==> config.mk <==
export PLATFORM = sky130hd
export DESIGN_NAME = sha1_hash_engine_top_flat
export DESIGN_NICKNAME = d
export VERILOG_FILES = /design/src/rtl/core/sha1_pkg.sv /design/src/rtl/core/sha1_if.sv /design/src/rtl/core/sha1_sched.sv /design/src/rtl/core/sha1_round.sv /design/src/rtl/core/sha1_hash_engine_top.sv /design/src/flat_wrapper.sv
export SDC_FILE = /design/constraint.sdc
export NUM_CORES = 2
export LEC_CHECK = 0
export BUFFER_PORTS_ARGS = -buffer_cell sky130_fd_sc_hd__clkbuf_2
export CELL_PAD_IN_SITES_DETAIL_PLACEMENT = 0
export CELL_PAD_IN_SITES_GLOBAL_PLACEMENT = 1
export CORE_ASPECT_RATIO = 1.25
export CORE_MARGIN = 1.5
export CORE_UTILIZATION = 46
export DETAILED_ROUTE_END_ITERATION = 16
export PLACE_DENSITY_LB_ADDON = 0.1
export SLEW_MARGIN = 20
export SYNTH_ARGS = -nofsm -noshare
export SYNTH_HDL_FRONTEND = slang
export SYNTH_SLANG_ARGS = --single-unit
==> constraint.sdc <==
create_clock -name clk -period 6 [get_ports clk]
set_input_delay 0 -clock clk [delete_from_list [all_inputs] [get_ports clk]]
set_output_delay 0 -clock clk [all_outputs]
set_load 0.02 [all_outputs]
==> src/rtl/core/sha1_pkg.sv <==
// ----------------------------------------------------------------------------
// SHA-1 engine package
// Shared types, constants and control structures of the SHA-1 engine.
// ----------------------------------------------------------------------------
package sha1_pkg;

	typedef logic [31:0] word_t;
	typedef logic [4:0][31:0] hash_t;

	// Initial hash values, H0 at index 0.
	localparam hash_t H_INIT = {32'hC3D2E1F0, 32'h10325476, 32'h98BADCFE,
		32'hEFCDAB89, 32'h67452301};

	// Round constants, one per group of twenty rounds.
	localparam logic [3:0][31:0] ROUND_K = {32'hCA62C1D6, 32'h8F1BBCDC,
		32'h6ED9EBA1, 32'h5A827999};

	localparam logic [6:0] LAST_ROUND = 7'd79;
	localparam logic [6:0] ROUND_G1 = 7'd20;
	localparam logic [6:0] ROUND_G2 = 7'd40;
	localparam logic [6:0] ROUND_G3 = 7'd60;
	localparam logic [6:0] SCHED_SEED = 7'd16;
	localparam logic [5:0] LAST_FILL = 6'd63;
	localparam logic [5:0] LEN_FILL_LIMIT = 6'd56;
	localparam logic [7:0] PAD_BYTE = 8'h80;
	localparam logic [2:0] LAST_WORD = 3'd4;

	typedef struct packed {
		logic        wr_byte;
		logic [5:0]  byte_addr;
		logic [7:0]  byte_val;
		logic        wr_len;
		logic [63:0] len;
		logic        clear;
		logic        shift;
		logic        seed;
	} sched_ctrl_t;

endpackage

==> src/rtl/core/sha1_if.sv <==
// ----------------------------------------------------------------------------
// SHA-1 engine channels
// Request channel carrying message bytes and digest channel carrying words.
// ----------------------------------------------------------------------------
interface sha1_in_if;
	logic       valid;
	logic       ready;
	logic [7:0] data_byte;
	logic       byte_present;
	logic       message_end;

	modport source(output valid, data_byte, byte_present, message_end, input ready);
	modport sink(input valid, data_byte, byte_present, message_end, output ready);
endinterface

interface sha1_out_if;
	logic        valid;
	logic        ready;
	logic [31:0] digest_word;
	logic [2:0]  word_index;
	logic        final_word;

	modport source(output valid, digest_word, word_index, final_word, input ready);
	modport sink(input valid, digest_word, word_index, final_word, output ready);
endinterface

==> src/rtl/core/sha1_sched.sv <==
// ----------------------------------------------------------------------------
// SHA-1 block buffer and message schedule
// Sixteen words that collect the block bytes and then roll as the schedule.
// ----------------------------------------------------------------------------
module sha1_sched (
	input  logic                 clk,
	input  logic                 arst_n,
	input  sha1_pkg::sched_ctrl_t ctrl,
	output sha1_pkg::word_t      w
);
	import sha1_pkg::*;

	logic [15:0][31:0] w_q;
	word_t             w_exp;
	logic [4:0]        lane_base;

	// The expansion taps sit at fixed places of the rolling window.
	assign w_exp = {w_q[13][30:0] ^ w_q[8][30:0] ^ w_q[2][30:0] ^ w_q[0][30:0],
		w_q[13][31] ^ w_q[8][31] ^ w_q[2][31] ^ w_q[0][31]};
	assign w = ctrl.seed ? w_q[0] : w_exp;
	assign lane_base = {~ctrl.byte_addr[1:0], 3'b000};

	always_ff @(posedge clk or negedge arst_n) begin
		if (!arst_n) begin
			w_q <= '0;
		end else if (ctrl.clear) begin
			w_q <= '0;
		end else if (ctrl.shift) begin
			w_q <= {w, w_q[15:1]};
		end else begin
			if (ctrl.wr_byte) begin
				w_q[ctrl.byte_addr[5:2]][lane_base +: 8] <= ctrl.byte_val;
			end
			if (ctrl.wr_len) begin
				w_q[14] <= ctrl.len[63:32];
				w_q[15] <= ctrl.len[31:0];
			end
		end
	end

endmodule

==> src/rtl/core/sha1_round.sv <==
// ----------------------------------------------------------------------------
// SHA-1 round unit
// Working variables a to e and one compression round per step.
// ----------------------------------------------------------------------------
module sha1_round (
	input  logic            clk,
	input  logic            load,
	input  logic            step,
	input  sha1_pkg::hash_t init,
	input  sha1_pkg::word_t w,
	input  logic [6:0]      t,
	output sha1_pkg::hash_t vars
);
	import sha1_pkg::*;

	hash_t      v_q;
	word_t      a, b, c, d, e;
	word_t      f, k, tmp;

	assign a = v_q[0];
	assign b = v_q[1];
	assign c = v_q[2];
	assign d = v_q[3];
	assign e = v_q[4];
	assign vars = v_q;

	always_comb begin
		if (t < ROUND_G1) begin
			f = (b & c) | (~b & d);
			k = ROUND_K[0];
		end else if (t < ROUND_G2) begin
			f = b ^ c ^ d;
			k = ROUND_K[1];
		end else if (t < ROUND_G3) begin
			f = (b & c) | (b & d) | (c & d);
			k = ROUND_K[2];
		end else begin
			f = b ^ c ^ d;
			k = ROUND_K[3];
		end
		tmp = {a[26:0], a[31:27]} + f + e + k + w;
	end

	always_ff @(posedge clk) begin
		if (load) begin
			v_q <= init;
		end else if (step) begin
			v_q <= {d, c, {b[1:0], b[31:2]}, a, tmp};
		end
	end

endmodule

==> src/rtl/core/sha1_hash_engine_top.sv <==
// ----------------------------------------------------------------------------
// SHA-1 hash engine
// Byte-stream SHA-1 with padding, length append and five-word digest output.
// ----------------------------------------------------------------------------
// A request whose byte does not complete a block is taken while the engine is idle.
// A request that completes a 64-byte block loads the round unit as it is taken,
// then holds the input off for 80 rounds and an add state that folds the result
// into the hash. Message end adds a padding state and one such run, or a length
// state and a second run when 56 or more bytes are held; then five digest words,
// which output stalls can hold back. Reset restores the initial hash and empties the buffer.
module sha1_hash_engine_top (
	input  logic      clk,
	input  logic      arst_n,
	sha1_in_if.sink   req,
	sha1_out_if.source rsp
);
	import sha1_pkg::*;

	typedef enum logic [2:0] {
		ST_IDLE,
		ST_PAD,
		ST_LEN,
		ST_ROUND,
		ST_ADD,
		ST_OUT
	} state_t;

	state_t      state_q;
	hash_t       hash_q;
	logic [5:0]  fill_q;
	logic [63:0] bitlen_q;
	logic [6:0]  round_q;
	logic [2:0]  out_idx_q;
	logic        end_pend_q;   // message end arrived with the byte that filled a block
	logic        len_pend_q;   // length still goes into an extra all-padding block
	logic        last_q;       // block under compression is the final one

	sched_ctrl_t sched_ctrl;
	word_t       w;
	hash_t       vars;
	logic        accept;
	logic        block_full;
	logic        rnd_load;

	assign req.ready = (state_q == ST_IDLE);
	assign accept = req.valid & req.ready;
	// The byte of this request fills the last slot of the block.
	assign block_full = accept & req.byte_present & (fill_q == LAST_FILL);
	// The round unit takes the hash whenever a block run is about to start.
	assign rnd_load = block_full | (state_q == ST_PAD) | (state_q == ST_LEN);

	assign rsp.valid = (state_q == ST_OUT);
	assign rsp.digest_word = hash_q[out_idx_q];
	assign rsp.word_index = out_idx_q;
	assign rsp.final_word = (out_idx_q == LAST_WORD);

	// Buffer control. Bytes land at the fill position; padding writes the 0x80
	// marker there and, when it fits, the length words in the same cycle. The
	// buffer is cleared after each block so that the padding zeros come free.
	always_comb begin
		sched_ctrl = '0;
		sched_ctrl.byte_addr = fill_q;
		sched_ctrl.byte_val = req.data_byte;
		sched_ctrl.len = bitlen_q;
		sched_ctrl.seed = (round_q < SCHED_SEED);
		case (state_q)
			ST_IDLE: begin
				sched_ctrl.wr_byte = accept & req.byte_present;
			end
			ST_PAD: begin
				sched_ctrl.wr_byte = 1'b1;
				sched_ctrl.byte_val = PAD_BYTE;
				sched_ctrl.wr_len = (fill_q < LEN_FILL_LIMIT);
			end
			ST_LEN: begin
				sched_ctrl.wr_len = 1'b1;
			end
			ST_ROUND: begin
				sched_ctrl.shift = 1'b1;
			end
			ST_ADD: begin
				sched_ctrl.clear = 1'b1;
			end
			default: begin
			end
		endcase
	end

	sha1_sched u_sched (
		.clk    (clk),
		.arst_n (arst_n),
		.ctrl   (sched_ctrl),
		.w      (w)
	);

	sha1_round u_round (
		.clk  (clk),
		.load (rnd_load),
		.step (state_q == ST_ROUND),
		.init (hash_q),
		.w    (w),
		.t    (round_q),
		.vars (vars)
	);

	always_ff @(posedge clk or negedge arst_n) begin
		if (!arst_n) begin
			state_q    <= ST_IDLE;
			hash_q     <= H_INIT;
			fill_q     <= '0;
			bitlen_q   <= '0;
			round_q    <= '0;
			out_idx_q  <= '0;
			end_pend_q <= 1'b0;
			len_pend_q <= 1'b0;
			last_q     <= 1'b0;
		end else begin
			case (state_q)
				ST_IDLE: begin
					if (accept) begin
						if (req.byte_present) begin
							fill_q   <= fill_q + 6'd1;
							bitlen_q <= bitlen_q + 64'd8;
						end
						if (block_full) begin
							end_pend_q <= req.message_end;
							state_q    <= ST_ROUND;
						end else if (req.message_end) begin
							state_q <= ST_PAD;
						end
					end
				end
				ST_PAD: begin
					end_pend_q <= 1'b0;
					// Without room for the length, an extra padding block follows.
					if (fill_q < LEN_FILL_LIMIT) begin
						last_q <= 1'b1;
					end else begin
						len_pend_q <= 1'b1;
					end
					state_q <= ST_ROUND;
				end
				ST_LEN: begin
					len_pend_q <= 1'b0;
					last_q     <= 1'b1;
					state_q    <= ST_ROUND;
				end
				ST_ROUND: begin
					if (round_q == LAST_ROUND) begin
						round_q <= '0;
						state_q <= ST_ADD;
					end else begin
						round_q <= round_q + 7'd1;
					end
				end
				ST_ADD: begin
					for (int i = 0; i < 5; i++) begin
						hash_q[i] <= hash_q[i] + vars[i];
					end
					if (last_q) begin
						out_idx_q <= '0;
						state_q   <= ST_OUT;
					end else if (len_pend_q) begin
						state_q <= ST_LEN;
					end else if (end_pend_q) begin
						state_q <= ST_PAD;
					end else begin
						state_q <= ST_IDLE;
					end
				end
				ST_OUT: begin
					if (rsp.ready) begin
						if (out_idx_q == LAST_WORD) begin
							hash_q   <= H_INIT;
							fill_q   <= '0;
							bitlen_q <= '0;
							last_q   <= 1'b0;
							state_q  <= ST_IDLE;
						end else begin
							out_idx_q <= out_idx_q + 3'd1;
						end
					end
				end
				default: begin
					state_q <= ST_IDLE;
				end
			endcase
		end
	end

endmodule
==> src/flat_wrapper.sv <==
// flat-port wrapper written by rule: the top's interface ports become plain ports
module sha1_hash_engine_top_flat import sha1_pkg::*;
  (clk, arst_n, req_valid, req_data_byte, req_byte_present, req_message_end, req_ready, rsp_valid, rsp_digest_word, rsp_word_index, rsp_final_word, rsp_ready);
  sha1_in_if req_i ();
  sha1_out_if rsp_i ();
  input  logic clk;
  input  logic arst_n;
  input wire logic [$bits(req_i.valid)-1:0] req_valid;
  input wire logic [$bits(req_i.data_byte)-1:0] req_data_byte;
  input wire logic [$bits(req_i.byte_present)-1:0] req_byte_present;
  input wire logic [$bits(req_i.message_end)-1:0] req_message_end;
  output wire logic [$bits(req_i.ready)-1:0] req_ready;
  output wire logic [$bits(rsp_i.valid)-1:0] rsp_valid;
  output wire logic [$bits(rsp_i.digest_word)-1:0] rsp_digest_word;
  output wire logic [$bits(rsp_i.word_index)-1:0] rsp_word_index;
  output wire logic [$bits(rsp_i.final_word)-1:0] rsp_final_word;
  input wire logic [$bits(rsp_i.ready)-1:0] rsp_ready;
  assign req_i.valid = req_valid;
  assign req_i.data_byte = req_data_byte;
  assign req_i.byte_present = req_byte_present;
  assign req_i.message_end = req_message_end;
  assign req_ready = req_i.ready;
  assign rsp_valid = rsp_i.valid;
  assign rsp_digest_word = rsp_i.digest_word;
  assign rsp_word_index = rsp_i.word_index;
  assign rsp_final_word = rsp_i.final_word;
  assign rsp_i.ready = rsp_ready;
  sha1_hash_engine_top u_core (.clk(clk), .arst_n(arst_n), .req(req_i), .rsp(rsp_i));
endmodule
==> metrics.log <==
INFO  metric outcome = finished, final reports clean
INFO  metric synth_edf_count = 160
INFO  metric total_leakage_power = 25.89 nW
INFO  metric post_place_instance_area = 58590 um2
INFO  metric route.final.wire_length = 199200 um
INFO  metric critical_path.max_stage_delay = 0.92 ns
INFO  metric yosysWarningCount = 0
INFO  metric yosys_register_bits = 915
INFO  metric synth_largest_type_area_fraction = 0.3009
INFO  metric max_clock_freq = 170.9 MHz
INFO  metric rr_startpoint = u_core.round_q[6]
INFO  metric final_nets = 6358
INFO  metric grt_util_all_layers = 0.3195
INFO  metric total_power = 36.40 mW
INFO  metric fill_cells = 11460
INFO  metric avgRoutedWirePerCell = 25.86 um
INFO  metric timing.critical_path.arrival = 6.32 ns
INFO  metric synth_fp_nets = 6410
INFO  metric worstSetupStartpointType = register
INFO  metric drc = 0
INFO  metric min-delay-path-class = primary input to register
INFO  metric drt_pass1_iterations = 6
INFO  metric dp_cells = 7500
INFO  metric slew-limit-headroom = 0.1276
INFO  metric hp-start = req_data_byte[6]
INFO  metric pwr-share-seq = 0.251
INFO  metric floorplan.die_area = 124200 um2
INFO  metric max_slew.worst_pin.slew = 1.302 ns
INFO  metric initial_utilization = 0.4627
INFO  metric syn-mean-instance-area = 9.248 um2
INFO  metric cts.root.buffer_cell = clkbuf_16
INFO  metric vias = 47570
INFO  metric gr-total-overflow = 0
INFO  metric grt_antenna_before_repair = 0
INFO  metric ports = 52
INFO  metric unrepaired_setup_endpoints_after_global_routing = no
INFO  metric finalSetupViolCount = 0
INFO  metric postSynthCellCount = 6070
INFO  metric hold-path-cell-count = 6
INFO  metric drtAntennaViolNets = 0
INFO  metric maximum_number_of_pins_on_one_net_before_global_route_repair = 185
INFO  metric crit_path_top_delay_cell = o21ai_0
INFO  metric worstSkewPairLatency = 0.75 ns
INFO  metric grt_first_pass_wirelength = 302200 um
INFO  metric gp_routability_congestion = 0.9323
INFO  metric area_delta_synth_final = 10.92%
INFO  metric post-synth-top-area-cell = dfrtp_1
INFO  metric cp-end-kind = register
INFO  metric layout.core_utilization = 0.5133
INFO  metric dp.final_hpwl = 139300 um
INFO  metric syn-cell-area = 56140 um2
INFO  metric hold_violations = 0
INFO  metric min_period_over_period = 0.9754
INFO  metric worstPathBufferInverterCount = 4
INFO  metric worstHoldEndpoint = u_core.u_sched.w_q[374]
INFO  metric cts-buffers-inserted = 103
INFO  metric post-cts-setup-buffer-count = 0
INFO  metric synth_area_leaders = dfrtp_1 30%, edfxtp_1 8.6%, nand2_1 8.2%
INFO  metric clk_pin_slew = 0.06 ns
INFO  metric htreeDepth = 3
INFO  metric cp_cell_sequence = nor3_2 > buf_12 > buf_4 > o21ai_0 > fa_1 > fa_1 > inv_1 > fa_1 > inv_1 > ha_1 > and4_1 > and2_1 > o21a_1 > o21ai_0 > nand2_1 > a211o_1 > a21oi_1 > xor2_1 > o21ai_0
INFO  metric critPathRequiredTime = 6.47 ns
INFO  metric reg2reg_depth = 19
INFO  metric clock_tree.buffer_depth = 3
INFO  metric power.combinational.fraction = 0.567
INFO  metric drive_gt1_frac = 0.09694
INFO  metric design_area = 62270 um2
INFO  metric finClkSkew = 0.04146 ns
INFO  metric yosysMostFrequentCell = nand2_1
INFO  metric category_of_the_most_critical_setup_path = register to register
INFO  metric internal_power = 20.41 mW
INFO  metric netlist-cell-type-count = 83
INFO  metric synthFlopType = dfrtp_1
INFO  metric reg2reg_slack = 0.15 ns
INFO  metric io_buffers = 51
INFO  metric instances_no_fill = 7703
INFO  metric synth-async-reset-ratio = 0.8251
INFO  metric vdd_ir_drop_max = 0.5790 mV
INFO  metric cap_violations = 0
INFO  metric critical_path_peak_fanout = 24
INFO  metric number_of_global_route_vias_before_repair = 47420
INFO  metric finalSetupTns = 0 ns
INFO  metric power_density = 584.7 nW/um2
INFO  metric via_per_inst = 6.176
INFO  metric critical_path_depth = 19
INFO  metric floorplan.die.width = 315.5 um
INFO  metric die-height = 393.6 um
INFO  metric critical_path.top_delay_family = adder cells
INFO  metric clockPowerShare = 0.182
INFO  metric drt_iter0_drc = 4732
INFO  metric cts_num_sinks = 915
INFO  metric seq_area_frac_synth = 0.4239
INFO  metric synth_commonest_cells = 1230 x nand2_1, 675 x dfrtp_1, 465 x o31ai_1
INFO  metric power.share.switching = 0.4395
INFO  metric slew_violations = 0
INFO  metric fin_crit = 5.852 ns
INFO  metric power_switching = 16.00 mW
INFO  metric r2r-end = u_core.u_round.a[30]
INFO  metric floorplan.rows = 143
INFO  metric design.core.area = 121300 um2
INFO  metric clock_tree_from_tritoncts = yes
-- through the flow --
stage	hold slack [ns]	worst slack, ns
6_report	0.1071	0.1479
5_1_grt	0.1344	0.003282
3_5_place_dp	0.1420	-0.08620
4_1_cts	0.06405	0.01147
3_3_place_gp	0.1344	0.001291
2_1_floorplan	-0.2956	0.3066
-- worst register-to-register path: cells and delay by family (launching register included) --
kind                     cells  cell delay, ns
AO/OA/AOI/OAI                6            1.88
XOR/XNOR                     1            0.15
adder cells (fa/ha/maj)      4            2.01
buffers and inverters        4            0.47
flip-flops                   1            0.46
AND/OR/NAND/NOR              4            0.61
-- power by group through the flow --
stage	Clock [mW]	Combinational (mW)	Sequential, mW
final	6.61	20.7	9.15
after global placement	0	20.2	9.24
after detailed placement	0	20.4	9.24
after floorplan	0	14.5	8.71
after CTS	6.72	20.5	9.13
after global routing	6.96	23.0	9.22
-- metal layers --
metal,up-vias,GRT usage,part of all wire
met5,-,0,0
met4,0,0.1616,0.054
met3,390,0.03630,0.051
met2,1481,0.5378,0.49
met1,23840,0.4046,0.40
li1,21860,-,-
-- registers in the layout, summed over array words and instances, names as in the netlist --
signal / flops
u_core.bitlen_q: 61
u_core.end_pend_q: 1
u_core.fill_q: 6
u_core.hash_q: 160
u_core.last_q: 1
u_core.len_pend_q: 1
u_core.round_q: 7
u_core.rsp.word_index: 3
u_core.state_q: 3
u_core.u_round.a: 32
u_core.u_round.b: 32
u_core.u_round.c: 32
u_core.u_round.d: 32
u_core.u_round.e: 32
u_core.u_sched.w_q: 512
-- cells in the final DEF (no fill, tap or decap), types with 23 or more instances in the layout --
| cell | n |
|---|---|
| a21o_1 | 58 |
| clkbuf_16 | 104 |
| nand2b_1 | 36 |
| o211ai_1 | 31 |
| ha_1 | 201 |
| o31ai_1 | 465 |
| xnor2_1 | 182 |
| mux4_2 | 32 |
| clkbuf_2 | 50 |
| nor2b_1 | 34 |
| a32oi_1 | 24 |
| nand2_1 | 1226 |
| nor3_1 | 49 |
| o21ai_0 | 324 |
| dfrtp_1 | 673 |
| buf_4 | 151 |
| a221o_1 | 57 |
| nor2_1 | 337 |
| and2_1 | 23 |
| mux2i_1 | 30 |
| xor2_1 | 123 |
| a22oi_1 | 451 |
| dfstp_2 | 80 |
| fa_1 | 125 |
| edfxtp_1 | 160 |
| inv_1 | 211 |
| a21oi_2 | 32 |
| clkbuf_1 | 29 |
| nand3_1 | 63 |
| and3_1 | 25 |
| a21oi_1 | 265 |
| o21a_1 | 25 |
-- repair_timing --
item	4_1_cts	5_1_grt
endpoints found under the hold margin	109	0
hold buffers	8	0
cloned	0	0
gates resized for setup	1	7
endpoints found under the setup margin	1	3
-- kinds of logic after synthesis --
group / count (synthesis) / share of synthesized area
adder cells (fa/ha/maj): 326 / 0.08938
multiplexers: 67 / 0.01919
buffers and inverters: 596 / 0.04005
AND/OR/NAND/NOR: 1921 / 0.1431
AO/OA/AOI/OAI: 1939 / 0.2366
XOR/XNOR: 306 / 0.04774
flip-flops: 915 / 0.4239
-- worst max-delay path by stage --
| stage | startpoint | endpoint | slack [ns] |
|---|---|---|---|
| after global placement | u_core.round_q[5] | u_core.u_round.a[31] | 0.001 |
| after floorplan | u_core.round_q[5] | u_core.u_round.a[31] | 0.31 |
| after global routing | u_core.round_q[6] | u_core.u_round.a[30] | 0.003 |
| after detailed placement | u_core.round_q[5] | u_core.u_round.a[31] | -0.09 |
| final | u_core.round_q[6] | u_core.u_round.a[30] | 0.15 |
| after CTS | u_core.round_q[6] | u_core.u_round.a[31] | 0.01 |
-- final cells by class --
cell class / instances / area [um2] / area share
Inverter: 214 / 803.3 / 0.01290
Multi-Input combinational cell: 4559 / 30430 / 0.4887
Clock inverter: 46 / 523.0 / 0.008399
Sequential cell: 915 / 23800 / 0.3822
Timing Repair Buffer: 225 / 1797 / 0.02886
Tap cell: 1595 / 1996 / 0.03205
Antenna cell: 1 / 2.502 / 0.00004019
Clock buffer: 148 / 2918 / 0.04686
Power figures use the tool's default switching activity.
